## config.mk

```make
export PLATFORM = sky130hd
export DESIGN_NAME = brace_aware_entry_field_splitter
export DESIGN_NICKNAME = d
export VERILOG_FILES = /design/src/rtl/befs_pkg.sv /design/src/rtl/befs_front.sv /design/src/rtl/befs_queue.sv /design/src/rtl/befs_back.sv /design/src/rtl/brace_aware_entry_field_splitter.sv
export SDC_FILE = /design/constraint.sdc
export NUM_CORES = 1
export LEC_CHECK = 0
export ABC_AREA = 1
export BUFFER_PORTS_ARGS = -buffer_cell sky130_fd_sc_hd__buf_4
export CAP_MARGIN = 20
export CORE_ASPECT_RATIO = 0.7
export CORE_UTILIZATION = 50
export CTS_CLUSTER_DIAMETER = 30
export DETAILED_ROUTE_END_ITERATION = 8
export MAX_ROUTING_LAYER = met4
export PLACE_DENSITY_LB_ADDON = 0.25
export SLEW_MARGIN = 20
export SYNTH_ARGS = -nofsm -noshare
export SYNTH_HDL_FRONTEND = slang
export SYNTH_SLANG_ARGS = --single-unit
```

## constraint.sdc

```tcl
create_clock -name i_clk -period 6.41 [get_ports i_clk]
set_input_delay 0.9615 -clock i_clk [delete_from_list [all_inputs] [get_ports i_clk]]
set_output_delay 0.9615 -clock i_clk [all_outputs]
set_load 0.005 [all_outputs]
```

## src/rtl/befs_pkg.sv

```systemverilog
package befs_pkg;

    // prefix and depth limits
    localparam int PREFIX_LEN = 7;
    localparam int MAX_DEPTH  = 255;

    // queue between classifier and emitter, depth a power of two
    localparam int Q_DEPTH = 4;
    localparam int Q_AW    = $clog2(Q_DEPTH);
    localparam int Q_CW    = $clog2(Q_DEPTH + 1);

    // special characters
    localparam logic [7:0] CH_LBRACE = 8'h7B;
    localparam logic [7:0] CH_RBRACE = 8'h7D;
    localparam logic [7:0] CH_COMMA  = 8'h2C;
    localparam logic [7:0] CH_BSLASH = 8'h5C;
    localparam logic [7:0] CH_SPACE  = 8'h20;
    localparam logic [7:0] CH_TAB    = 8'h09;
    localparam logic [7:0] CH_CR     = 8'h0D;

    // field codes
    localparam logic [1:0] FLD_LABEL = 2'd0;
    localparam logic [1:0] FLD_ITEM  = 2'd1;
    localparam logic [1:0] FLD_LONG  = 2'd2;
    localparam logic [1:0] FLD_TRAIL = 2'd3;

    typedef enum logic [2:0] {
        PH_PREFIX     = 3'd0,
        PH_LABEL      = 3'd1,
        PH_SKIP_ITEM  = 3'd2,
        PH_ITEM       = 3'd3,
        PH_SKIP_LONG  = 3'd4,
        PH_LONG       = 3'd5,
        PH_TRAIL      = 3'd6,
        PH_SKIP_TRAIL = 3'd7
    } t_phase;

    // one classified request: optional character result, optional closing result
    typedef struct packed {
        logic       has_char;
        logic [7:0] ch;
        logic [1:0] field;
        logic       has_close;
        logic       parse_error;
        logic       item_from_label;
    } t_entry;

    function automatic logic is_ws(input logic [7:0] c);
        return (c == CH_SPACE) || (c inside {[CH_TAB:CH_CR]});
    endfunction

endpackage

```

## src/rtl/befs_front.sv

```systemverilog
module befs_front (
    input  logic              i_clk,
    input  logic              i_rst_n,
    input  logic              i_valid,
    output logic              o_ready,
    input  logic [7:0]        i_ch,
    input  logic              i_last,
    input  logic              i_q_full,
    output logic              o_push,
    output befs_pkg::t_entry  o_entry
);

    befs_pkg::t_phase r_phase, n_phase;
    logic [2:0]       r_prefix, n_prefix;
    logic [7:0]       r_depth, n_depth;
    logic [7:0]       r_prev, n_prev;
    logic             r_item_seen, n_item_seen;

    befs_pkg::t_phase w_phase_step;
    logic             w_item_step;
    logic             w_accept;
    logic             w_ws;
    logic             w_esc;
    logic             w_in_field;
    logic [1:0]       w_field;
    logic [7:0]       w_depth_inc;
    logic [7:0]       w_depth_new;
    logic             w_brace_end;
    logic             w_term;
    logic             w_emit;
    logic             w_prefix_done;

    assign o_ready  = !i_q_full;
    assign w_accept = i_valid && o_ready;

    // classify the character against the current phase
    always_comb begin
        w_ws  = befs_pkg::is_ws(i_ch);
        w_esc = (r_prev == befs_pkg::CH_BSLASH);
        case (r_phase)
            befs_pkg::PH_LABEL: begin
                w_in_field = 1'b1;
                w_field    = befs_pkg::FLD_LABEL;
            end
            befs_pkg::PH_SKIP_ITEM: begin
                w_in_field = !w_ws;
                w_field    = befs_pkg::FLD_ITEM;
            end
            befs_pkg::PH_ITEM: begin
                w_in_field = 1'b1;
                w_field    = befs_pkg::FLD_ITEM;
            end
            befs_pkg::PH_SKIP_LONG: begin
                w_in_field = !w_ws;
                w_field    = befs_pkg::FLD_LONG;
            end
            befs_pkg::PH_LONG: begin
                w_in_field = 1'b1;
                w_field    = befs_pkg::FLD_LONG;
            end
            default: begin
                w_in_field = 1'b0;
                w_field    = befs_pkg::FLD_TRAIL;
            end
        endcase
        w_depth_inc = r_depth;
        if (i_ch == befs_pkg::CH_LBRACE && !w_esc && r_depth < 8'(befs_pkg::MAX_DEPTH)) begin
            w_depth_inc = r_depth + 8'd1;
        end
        w_depth_new = w_depth_inc;
        if (i_ch == befs_pkg::CH_RBRACE && !w_esc && w_depth_inc != 8'd0) begin
            w_depth_new = w_depth_inc - 8'd1;
        end
        w_brace_end   = (i_ch == befs_pkg::CH_RBRACE) && (w_depth_new == 8'd0);
        w_term        = w_in_field && (w_brace_end || i_ch == befs_pkg::CH_COMMA);
        w_emit        = (w_in_field && !w_term) || (r_phase == befs_pkg::PH_TRAIL)
                        || (r_phase == befs_pkg::PH_SKIP_TRAIL && !w_ws);
        w_prefix_done = ({1'b0, r_prefix} + 4'd1) >= 4'(befs_pkg::PREFIX_LEN);
    end

    // next state
    always_comb begin
        w_phase_step = r_phase;
        w_item_step  = r_item_seen;
        n_prefix     = r_prefix;
        n_depth      = r_depth;
        case (r_phase)
            befs_pkg::PH_PREFIX: begin
                if (w_prefix_done) begin
                    w_phase_step = befs_pkg::PH_LABEL;
                end else begin
                    n_prefix = r_prefix + 3'd1;
                end
            end
            befs_pkg::PH_SKIP_TRAIL: begin
                if (!w_ws) begin
                    w_phase_step = befs_pkg::PH_TRAIL;
                end
            end
            befs_pkg::PH_TRAIL: begin
                w_phase_step = r_phase;
            end
            default: begin
                if (w_in_field) begin
                    n_depth = w_depth_new;
                    if (w_term) begin
                        if (w_brace_end) begin
                            w_phase_step = (w_field == befs_pkg::FLD_LONG) ?
                                           befs_pkg::PH_TRAIL : befs_pkg::PH_SKIP_TRAIL;
                        end else if (w_field == befs_pkg::FLD_LABEL) begin
                            w_phase_step = befs_pkg::PH_SKIP_ITEM;
                        end else if (w_field == befs_pkg::FLD_ITEM) begin
                            w_phase_step = befs_pkg::PH_SKIP_LONG;
                        end else begin
                            w_phase_step = befs_pkg::PH_TRAIL;
                        end
                    end else begin
                        if (r_phase == befs_pkg::PH_SKIP_ITEM) begin
                            w_phase_step = befs_pkg::PH_ITEM;
                        end
                        if (r_phase == befs_pkg::PH_SKIP_LONG) begin
                            w_phase_step = befs_pkg::PH_LONG;
                        end
                        if (w_field == befs_pkg::FLD_ITEM) begin
                            w_item_step = 1'b1;
                        end
                    end
                end
            end
        endcase
        n_phase     = w_phase_step;
        n_item_seen = w_item_step;
        n_prev      = i_ch;
        // end of entry: everything back to the reset values
        if (i_last) begin
            n_phase     = befs_pkg::PH_PREFIX;
            n_prefix    = 3'd0;
            n_depth     = 8'd1;
            n_prev      = 8'd0;
            n_item_seen = 1'b0;
        end
    end

    // request to the queue
    always_comb begin
        o_push                  = w_accept && (w_emit || i_last);
        o_entry.has_char        = w_emit;
        o_entry.ch              = i_ch;
        o_entry.field           = w_field;
        o_entry.has_close       = i_last;
        o_entry.parse_error     = !(w_phase_step == befs_pkg::PH_TRAIL
                                    || w_phase_step == befs_pkg::PH_SKIP_TRAIL);
        o_entry.item_from_label = !o_entry.parse_error && !w_item_step;
    end

    always_ff @(posedge i_clk) begin
        if (!i_rst_n) begin
            r_phase     <= befs_pkg::PH_PREFIX;
            r_prefix    <= 3'd0;
            r_depth     <= 8'd1;
            r_prev      <= 8'd0;
            r_item_seen <= 1'b0;
        end else if (w_accept) begin
            r_phase     <= n_phase;
            r_prefix    <= n_prefix;
            r_depth     <= n_depth;
            r_prev      <= n_prev;
            r_item_seen <= n_item_seen;
        end
    end

    a_last_restarts: assert property (@(posedge i_clk) disable iff (!i_rst_n)
        (w_accept && i_last) |=> (r_phase == befs_pkg::PH_PREFIX && r_depth == 8'd1
                                  && !r_item_seen))
        else $error("entry end did not restore the start state");

    a_prefix_clean: assert property (@(posedge i_clk) disable iff (!i_rst_n)
        (r_phase == befs_pkg::PH_PREFIX) |-> (r_depth == 8'd1 && !r_item_seen))
        else $error("depth or item flag changed during prefix");

endmodule

```

## src/rtl/befs_queue.sv

```systemverilog
module befs_queue (
    input  logic              i_clk,
    input  logic              i_rst_n,
    input  logic              i_push,
    input  befs_pkg::t_entry  i_entry,
    output logic              o_full,
    output logic              o_valid,
    output befs_pkg::t_entry  o_entry,
    input  logic              i_pop
);

    befs_pkg::t_entry              r_mem [befs_pkg::Q_DEPTH];
    logic [befs_pkg::Q_AW-1:0]     r_wr, r_rd;
    logic [befs_pkg::Q_CW-1:0]     r_count;

    // full is taken from the count alone so the two sides stay apart
    assign o_full  = (r_count == befs_pkg::Q_CW'(befs_pkg::Q_DEPTH));
    assign o_valid = (r_count != '0);
    assign o_entry = r_mem[r_rd];

    always_ff @(posedge i_clk) begin
        if (i_push) begin
            r_mem[r_wr] <= i_entry;
        end
    end

    // pointers wrap on their own since the depth is a power of two
    always_ff @(posedge i_clk) begin
        if (!i_rst_n) begin
            r_wr    <= '0;
            r_rd    <= '0;
            r_count <= '0;
        end else begin
            if (i_push) begin
                r_wr <= r_wr + 1'b1;
            end
            if (i_pop) begin
                r_rd <= r_rd + 1'b1;
            end
            r_count <= r_count + befs_pkg::Q_CW'(i_push) - befs_pkg::Q_CW'(i_pop);
        end
    end

    a_no_overflow: assert property (@(posedge i_clk) disable iff (!i_rst_n)
        (r_count <= befs_pkg::Q_CW'(befs_pkg::Q_DEPTH)) && !(i_push && o_full)
        && !(i_pop && !o_valid))
        else $error("queue overflow or underflow");

endmodule

```

## src/rtl/befs_back.sv

```systemverilog
module befs_back (
    input  logic              i_clk,
    input  logic              i_rst_n,
    input  logic              i_valid,
    input  befs_pkg::t_entry  i_entry,
    output logic              o_pop,
    output logic              o_tvalid,
    input  logic              i_tready,
    output logic [15:0]       o_tdata,
    output logic [2:0]        o_tuser,
    output logic              o_tlast
);

    logic r_char_done, n_char_done;
    logic w_char_res;
    logic w_take;

    // character result goes first, closing result after it
    assign w_char_res = i_entry.has_char && !r_char_done;
    assign w_take     = i_valid && i_tready;

    always_comb begin
        o_tvalid = i_valid;
        o_tlast  = !w_char_res || !i_entry.has_close;
        if (w_char_res) begin
            o_tdata = {6'd0, 1'b0, 1'b0, i_entry.ch};
            o_tuser = {1'b0, i_entry.field};
        end else begin
            o_tdata = {6'd0, i_entry.item_from_label, i_entry.parse_error, 8'd0};
            o_tuser = {1'b1, befs_pkg::FLD_LABEL};
        end
        o_pop       = w_take && o_tlast;
        n_char_done = w_take ? (w_char_res && i_entry.has_close) : r_char_done;
    end

    always_ff @(posedge i_clk) begin
        if (!i_rst_n) begin
            r_char_done <= 1'b0;
        end else begin
            r_char_done <= n_char_done;
        end
    end

    a_split_only_closing: assert property (@(posedge i_clk) disable iff (!i_rst_n)
        r_char_done |-> (i_valid && i_entry.has_char && i_entry.has_close))
        else $error("second half of a request without a pending closing result");

endmodule

```

## src/rtl/brace_aware_entry_field_splitter.sv

```systemverilog
// each accepted character request is registered in the queue before its result is offered
// throughput: one character per cycle while the queue is not full; a last character that
//   also yields a field character gives two results, absorbed by a four-entry queue
// the input stalls only when that queue is full; the output side never waits on input
// reset (i_rst_n low at a clock edge) empties the queue, returns to prefix skipping,
//   depth one, previous character and item flag cleared
module brace_aware_entry_field_splitter (
    input  logic        i_clk,
    input  logic        i_rst_n,
    // character in
    input  logic        i_s_axis_tvalid,
    output logic        o_s_axis_tready,
    input  logic [7:0]  i_s_axis_tdata,   // [7:0] ch
    input  logic        i_s_axis_tlast,   // last character of the entry
    // results out
    output logic        o_m_axis_tvalid,
    input  logic        i_m_axis_tready,
    output logic [15:0] o_m_axis_tdata,   // [7:0] ch_out, [8] parse_error,
                                          // [9] item_from_label, [15:10] zero
    output logic [2:0]  o_m_axis_tuser,   // [1:0] field, [2] closing
    output logic        o_m_axis_tlast    // last result of this character
);

    logic             w_push;
    logic             w_full;
    logic             w_q_valid;
    logic             w_pop;
    befs_pkg::t_entry w_push_entry;
    befs_pkg::t_entry w_head_entry;

    // front: prefix skip, brace depth, phase tracking and classification
    befs_front u_front (
        .i_clk    (i_clk),
        .i_rst_n  (i_rst_n),
        .i_valid  (i_s_axis_tvalid),
        .o_ready  (o_s_axis_tready),
        .i_ch     (i_s_axis_tdata),
        .i_last   (i_s_axis_tlast),
        .i_q_full (w_full),
        .o_push   (w_push),
        .o_entry  (w_push_entry)
    );

    // classified requests waiting for the output side
    befs_queue u_queue (
        .i_clk   (i_clk),
        .i_rst_n (i_rst_n),
        .i_push  (w_push),
        .i_entry (w_push_entry),
        .o_full  (w_full),
        .o_valid (w_q_valid),
        .o_entry (w_head_entry),
        .i_pop   (w_pop)
    );

    // back: turns each request into one or two results
    befs_back u_back (
        .i_clk    (i_clk),
        .i_rst_n  (i_rst_n),
        .i_valid  (w_q_valid),
        .i_entry  (w_head_entry),
        .o_pop    (w_pop),
        .o_tvalid (o_m_axis_tvalid),
        .i_tready (i_m_axis_tready),
        .o_tdata  (o_m_axis_tdata),
        .o_tuser  (o_m_axis_tuser),
        .o_tlast  (o_m_axis_tlast)
    );

endmodule
```

==> flow_summary.toml, run 1 <==
[power]
clock_power_share = 0.280
switching_share = 0.3214
power.share.sequential = 0.427
p_sw_w = 0.0005286
internal-power_w = 0.001116
leakagePower_nw = 2.256
comb_power_share = 0.293
max-vdd-ir-drop_mv = 0.2777
powerDensity_nw_per_um2 = 307.3

[yosys]
synth_largest_area_cell = "sky130_fd_sc_hd__edfxtp_1"
synth.yosys.seq_area_share = 0.4929
synth.avg_cell_area_um2 = 8.014
post-synth-top-count-cell = "sky130_fd_sc_hd__nand2_1"
post_synth_most_frequent_cells = "sky130_fd_sc_hd__nand2_1, sky130_fd_sc_hd__nor2_1, sky130_fd_sc_hd__inv_1"
synth_compound_gate_area_share = 0.09874
synth-edff-count = 56
post_synthesis_instance_area_um2 = 4752
netlist_top_cells_area = "sky130_fd_sc_hd__edfxtp_1, sky130_fd_sc_hd__dfxtp_1, sky130_fd_sc_hd__nand2_1, sky130_fd_sc_hd__nor2_1, sky130_fd_sc_hd__inv_1"
synth.ff_latch_count = 89
ys_warn_count = 0
synth_unique_cells = 41
synth-simple-area-share = 0.2938
synth_ff_type = "sky130_fd_sc_hd__edfxtp_1"
synth.mux.area_fraction = 0
synth_top_family_by_area = "simple AND/OR/NAND/NOR gates"
synth_top_area_frac = 0.3539
synthesis.instances = 593
synth_xor_area_frac = 0.009215
synth-adder-area-share = 0.02791
synth-async-reset-ratio = 0

[min_path]
min-delay-path-class = "flip-flop to flip-flop"
timing.hold.worst_endpoint = "u_front.r_prev[2]$_SDFFE_PN0P_"
min_from = "u_front.r_prev[2]$_SDFFE_PN0P_"
holdPathStages = 2

[grt]
antenna_found_initial = 0
vias_in_the_first_global_route = 3574
wire_length_of_the_first_global_routing_pass_um = 17710
largest_net_degree_at_the_start_of_global_routing = 30
grt_overflow_total = 0
groute.usage.overall = 0.2370

[finish]
finish.net_count = 649
ff_latch_area_um2 = 2342
final-instance-count-excl-fill = 755
fillerInstances = 845
flow.area_growth_from_synthesis_pct = 12.61
antenna-diode-count = 0
finalInstanceArea_um2 = 5351
drive_gt1_frac = 0.1410
multiInputGateArea_um2 = 2064

[clock_tree]
cts_sinks = 89
post_cts.repair.setup_buffers = 0
clkTransAtPathRegs_ns = 0.06
cts_inserted_buffers = 9
clock_tree_from_tritoncts = "yes"
insertion_delay_ns = 0.33
clock_tree.root_cell = "sky130_fd_sc_hd__clkbuf_16"
cts_hold_repair.buffers = 0
ctsResizeCount = 0
cts-root-to-sink-buffers = 2
h_tree_depth = 3

[timing]
final_min_period_over_clock_period = 0.6578
min_period_ns = 4.216
grt_setup_unrepaired = "no"
worst_clock_skew_ns = 0.007081
finalMaxSlewViolations = 0
max_slew.worst_pin.slew_ns = 0.9213
hold_viol_final = 0
final.setup.tns_ns = 0
timing.fmax_mhz = 237.2
final-setup-viol-count = 0
timing.slew.headroom = 0.3811

[placed_design]
postPlaceCellArea_um2 = 5094
dp.final_hpwl_um = 7735
gpl.final_weighted_congestion = 0.9154
placed_cells = 739
placement.io_buffers = 28

[route]
postRouteWirelength_um = 10640
dr.pass1.iters = 5
detail_route.vias_per_cell = 5.298
drt_iter0_drc = 365
avgRoutedWirePerCell_um = 14.09
routed-via-count = 4000
detail-route-antenna-nets = 0
post-route-drc-count = 0

[critical_path]
worst_r2r_path_depth = 23
setup.reg_to_reg.worst_slack_ns = 2.38
cp.arrival_ns = 4.25
timing.setup.critical_path_class = "input port to flip-flop"
setup.worst_path.end_class = "flip-flop"
timing.rr.end = "u_queue.r_mem[2][5]$_DFFE_PP_"
r2r_start = "u_front.r_depth[0]$_SDFFE_PN1P_"
worst_setup_path_start_kind = "input port"
critical_path.max_fanout = 8
worst_path_required_ns = 6.44

[floorplan]
fp.dieArea_um2 = 9904
core_area_um2 = 9144
std_cell_rows = 29
io-pin-count = 35
die-width_um = 118.5
fp.dieH_um = 83.57
initial_utilization = 0.5197

[outcome]
result_of_the_run = "finished clean"

[flow_run]
maxCapViolations = 0
-- final cells by class --
cell class	count	area share
clock buffer	12	0.04419
tap	124	0.02899
sequential	89	0.4377
clock inverter	4	0.003975
timing repair buffer	34	0.04770
inverter	73	0.05167
multi-input combinational	419	0.3858
-- worst max path at each step --
stage,to,slack [ns],start
floorplan,u_queue.r_mem[0][0]$_DFFE_PP_,2.47,i_s_axis_tdata[5]
detailed placement,u_queue.r_mem[2][10]$_DFFE_PP_,1.90,i_s_axis_tdata[2]
global placement,u_queue.r_mem[0][10]$_DFFE_PP_,1.86,i_s_axis_tdata[5]
global route,u_queue.r_mem[2][5]$_DFFE_PP_,1.85,i_s_axis_tdata[2]
finish,u_queue.r_mem[2][5]$_DFFE_PP_,2.19,i_s_axis_tdata[2]
CTS,u_queue.r_mem[2][5]$_DFFE_PP_,2.24,i_s_axis_tdata[2]
-- kinds of logic (layout without fill, tap and decap cells) --
family	Yosys count	in the layout
buffers and inverters	90	123
AOI/OAI and AO/OA	88	88
other	1	6
xor gates and xnor gates	5	5
DFF	89	89
adders and majority gates	10	10
and+or+nand+nor	310	310
-- placed cells by master (no fill, tap or decap), drive strengths merged, types with 3 or more instances in the layout --
cell type and instances:
a21oi 39, buf 34, clkbuf 12, clkinv 6, conb 6, dfxtp 33
edfxtp 56, ha 9, inv 71, nand2 159, nand3 38, nand4 6
nor2 97, nor3 5, o21ai 40, o22ai 3, xor2 5
-- power groups by stage --
stage	Combinational [W]	Sequential, W	Clock (W)
finish	0.000482	0.000702	0.000460
global route	0.000546	0.000707	0.000494
CTS	0.000484	0.000702	0.000472
detailed placement	0.000482	0.000714	0
global placement	0.000465	0.000711	0
floorplan	0.000301	0.000704	0
-- per-stage QoR --
| step | util | total power, W | hold slack (ns) | setup slack [ns] |
|---|---|---|---|---|
| finish | 0.5852 | 0.001645 | 0.4636 | 2.194 |
| global route | 0.5852 | 0.001747 | 0.4941 | 1.850 |
| CTS | 0.5852 | 0.001658 | 0.4678 | 2.242 |
| detailed placement | 0.5571 | 0.001196 | 0.4577 | 1.897 |
| global placement | 0.5562 | 0.001176 | 0.4481 | 1.861 |
| floorplan | - | 0.001006 | 0.4356 | 2.471 |
-- layer usage --
layer	global-route usage	vias to the layer above	routed length, µm
li1	-	1993	-
met3	0.06489	11	739
met1	0.3408	1863	5277
met2	0.3301	133	4544
met5	-	-	0
met4	0.05409	0	77
-- registers in the layout, indices dropped and copies added, names as in the netlist, named ones only --
name,flops
u_queue.r_mem,56
u_front.r_prev,8
u_front.r_prefix,3
u_front.r_item_seen,1
u_queue.r_count,3
u_back.r_char_done,1
u_queue.r_wr,2
u_queue.r_rd,2
u_front.r_depth,8
u_front.r_phase,3
-- critical path: stages --
cell and delay, ns:
sky130_fd_sc_hd__buf_4 0.14, sky130_fd_sc_hd__inv_1 0.08, sky130_fd_sc_hd__nand2_1 0.05, sky130_fd_sc_hd__nor2_1 0.09, sky130_fd_sc_hd__nand2_1 0.07, sky130_fd_sc_hd__nor2_2 0.24, sky130_fd_sc_hd__nand3_1 0.10, sky130_fd_sc_hd__nand2_1 0.16
sky130_fd_sc_hd__ha_1 0.26, sky130_fd_sc_hd__nand3_1 0.14, sky130_fd_sc_hd__nor2_4 0.15, sky130_fd_sc_hd__nand3_4 0.12, sky130_fd_sc_hd__nand2_4 0.13, sky130_fd_sc_hd__nand2_1 0.06, sky130_fd_sc_hd__nand2_1 0.10, sky130_fd_sc_hd__nor2_1 0.07
sky130_fd_sc_hd__nand2_2 0.09, sky130_fd_sc_hd__nor2_4 0.04, sky130_fd_sc_hd__nand2_2 0.08, sky130_fd_sc_hd__nand3_2 0.08, sky130_fd_sc_hd__nand3_2 0.12, sky130_fd_sc_hd__nand2_4 0.08, sky130_fd_sc_hd__nor2_1 0.52, sky130_fd_sc_hd__buf_4 0.32
Note: power is estimated with default switching activity, not from simulation.
==> inputs of run 2 (changes only) <==
==> constraint.sdc (replaced) <==
create_clock -name i_clk -period 3.77 [get_ports i_clk]
set_input_delay 0.5655 -clock i_clk [delete_from_list [all_inputs] [get_ports i_clk]]
set_output_delay 0.5655 -clock i_clk [all_outputs]
set_load 0.005 [all_outputs]
==> run 2 against run 1 <==
  * Final area grew 4.8%
  * Sequential share of layout area shrank 2.0 points
  * Setup slack lost 1.9 ns
  * Sequential cell count is the same
  * Critical endpoint is now u_queue.r_count[2]$_SDFF_PN0_
  * Critical path depth grew 3
  * Wire length grew 2.8%
  * Critical path type is now flip-flop to flip-flop
  * Combinational power grew 81%
  * Die area is the same
==> flow_summary.toml, run 2 (synthesis results as in run 1) <==
[route]
detail_route.vias_per_cell = 5.267
routed-via-count = 4077
post-route-drc-count = 0
drt_iter0_drc = 370
detail-route-antenna-nets = 0
postRouteWirelength_um = 10940
dr.pass1.iters = 5
avgRoutedWirePerCell_um = 14.14

[finish]
final-instance-count-excl-fill = 774
largest_reg_flops = 56
biggestRegsByFlops = "u_queue.r_mem x56, u_front.r_depth x8, u_front.r_prev x8"
flow.area_growth_from_synthesis_pct = 18.04
antenna-diode-count = 0
ff_latch_area_um2 = 2344
final_cell_mix = "sky130_fd_sc_hd__nand2_1, sky130_fd_sc_hd__nor2_1, sky130_fd_sc_hd__inv_1"
largest-register = "u_queue.r_mem"
finish.net_count = 668
mostFrequentLayoutCell = "sky130_fd_sc_hd__nand2_1"
multiInputGateArea_um2 = 2088
drive_gt1_frac = 0.1815
fillerInstances = 796

[min_path]
min-delay-path-class = "input port to flip-flop"

[critical_path]
setup.worst_path.end_class = "flip-flop"
slowest_delay_ns = 0.41
crit_path_top_delay_cell = "sky130_fd_sc_hd__fa_1"
timing.setup.critical_path_class = "flip-flop to flip-flop"
timing.critical_path.max_delay_family = "simple AND/OR/NAND/NOR gates"
crit_path_frequent_cell = "sky130_fd_sc_hd__nand2_1"
critical_path.max_fanout = 7
cp.arrival_ns = 3.70
worst_setup_path_start_kind = "flip-flop"
worstPathBufferInverterCount = 3
worst_path_required_ns = 3.99

[timing]
worst_clock_skew_ns = 0.007067
final_min_period_over_clock_period = 0.9211
final-setup-viol-count = 0
min_period_ns = 3.472
finalMaxSlewViolations = 0
max_slew.worst_pin.slew_ns = 0.7698
hold_viol_final = 0
timing.fmax_mhz = 288.0
timing.slew.headroom = 0.4829

[placed_design]
placement.io_buffers = 28
gpl.final_weighted_congestion = 0.9395
placed_cells = 753
dp.final_hpwl_um = 7917

[power]
leakagePower_nw = 2.375
powerDensity_nw_per_um2 = 527.4
total_power_w = 0.002958
max-vdd-ir-drop_mv = 0.4028

[grt]
wire_length_of_the_first_global_routing_pass_um = 18290
vias_in_the_first_global_route = 3746
groute.usage.overall = 0.2401
largest_net_degree_at_the_start_of_global_routing = 29
antenna_found_initial = 0
grt_overflow_total = 0

[floorplan]
std_cell_rows = 29
fp.dieArea_um2 = 9904
die-width_um = 118.5
initial_utilization = 0.5197
io-pin-count = 35
fp.dieH_um = 83.57
core_area_um2 = 9144

[clock_tree]
h_tree_depth = 3
cts_hold_repair.buffers = 0
clkTransAtPathRegs_ns = 0.06
clock_tree_from_tritoncts = "yes"
cts_inserted_buffers = 9
cts_sinks = 89
insertion_delay_ns = 0.34
clock_tree.root_cell = "sky130_fd_sc_hd__clkbuf_16"
cts-root-to-sink-buffers = 2

[flow_run]
maxCapViolations = 0

[outcome]
result_of_the_run = "finished clean"
run 2: changes by cell type in the layout (fill, tap and decap cells not counted), moves of 3 or more:
cell,before,now
sky130_fd_sc_hd__buf_4,34,50
sky130_fd_sc_hd__buf_12,0,3
sky130_fd_sc_hd__nand2_1,143,140
sky130_fd_sc_hd__nand2_2,14,17
run 2: layout make-up:
class | count | area share
clock buffer | 12 | 0.04974
clock inverter | 4 | 0.005577
inverter | 73 | 0.04930
multi-input combinational | 419 | 0.3723
sequential | 89 | 0.4178
tap | 124 | 0.02766
timing repair buffer | 53 | 0.07763
run 2: worst register-to-register path, cell delays in order (launching register included):
cell and delay [ns]:
sky130_fd_sc_hd__dfxtp_2 0.35, sky130_fd_sc_hd__ha_2 0.20, sky130_fd_sc_hd__nand2_2 0.10, sky130_fd_sc_hd__nor2_4 0.11
sky130_fd_sc_hd__nand2_2 0.10, sky130_fd_sc_hd__nand3_4 0.10, sky130_fd_sc_hd__nand2_1 0.07, sky130_fd_sc_hd__o21ai_2 0.07
sky130_fd_sc_hd__ha_2 0.20, sky130_fd_sc_hd__nand3_1 0.12, sky130_fd_sc_hd__nor2_4 0.16, sky130_fd_sc_hd__nand3_4 0.12
sky130_fd_sc_hd__nand2_4 0.13, sky130_fd_sc_hd__nand2_1 0.06, sky130_fd_sc_hd__nand2_1 0.10, sky130_fd_sc_hd__inv_2 0.06
sky130_fd_sc_hd__nand2_1 0.07, sky130_fd_sc_hd__nor2_2 0.05, sky130_fd_sc_hd__nand2_2 0.10, sky130_fd_sc_hd__nand3_2 0.09
sky130_fd_sc_hd__nand3_2 0.10, sky130_fd_sc_hd__nand2_4 0.07, sky130_fd_sc_hd__inv_2 0.07, sky130_fd_sc_hd__ha_1 0.13
sky130_fd_sc_hd__inv_1 0.05, sky130_fd_sc_hd__fa_1 0.41, sky130_fd_sc_hd__o21ai_2 0.12, sky130_fd_sc_hd__a21oi_1 0.05
run 2: path summary, 6_finish.rpt:
check	startpoint	endpoint	slack, ns	depth (start not counted)
setup / recovery	u_front.r_depth[1]$_SDFFE_PN0P_	u_queue.r_count[2]$_SDFF_PN0_	0.30	27
setup reg to reg	u_front.r_depth[1]$_SDFFE_PN0P_	u_queue.r_count[2]$_SDFF_PN0_	0.30	27
hold / removal	i_s_axis_tdata[6]	u_queue.r_mem[1][11]$_DFFE_PP_	0.47	1
hold reg to reg	u_front.r_prev[6]$_SDFFE_PN0P_	u_front.r_prev[6]$_SDFFE_PN0P_	0.47	2
run 2: per-layer routing:
metal	part of all wire	global-route usage
met5	0	-
met4	0.0052	0.04718
met3	0.053	0.04850
met2	0.45	0.3482
met1	0.49	0.3484
run 2: stage by stage:
| step | TNS, ns | setup slack, ns | area [µm²] | util | hold WS (ns) |
|---|---|---|---|---|---|
| 2_1_floorplan | 0 | 0.2270 | 4771 | - | 0.4356 |
| 3_3_place_gp | 0 | 0.08149 | 5236 | 0.5727 | 0.4498 |
| 3_5_place_dp | 0 | 0.04064 | 5236 | 0.5727 | 0.4575 |
| 4_1_cts | 0 | 0.1684 | 5547 | 0.6066 | 0.4565 |
| 5_1_grt | -0.005409 | -0.002940 | 5609 | 0.6134 | 0.4697 |
| 6_report | 0 | 0.2976 | 5609 | 0.6134 | 0.4663 |
run 2: power breakdown:
part | switching, W | internal [W] | leakage, nW
sequential | 0.0000545 | 0.00114 | 0.765
combinational | 0.000520 | 0.000354 | 1.46
clock | 0.000360 | 0.000530 | 0.153
total | 0.000934 | 0.00202 | 2.38
run 2: repair_timing:
action,4_1_cts,5_1_grt
setup buffers,0,5
endpoints found under the setup margin,0,2
gates resized for setup,0,10
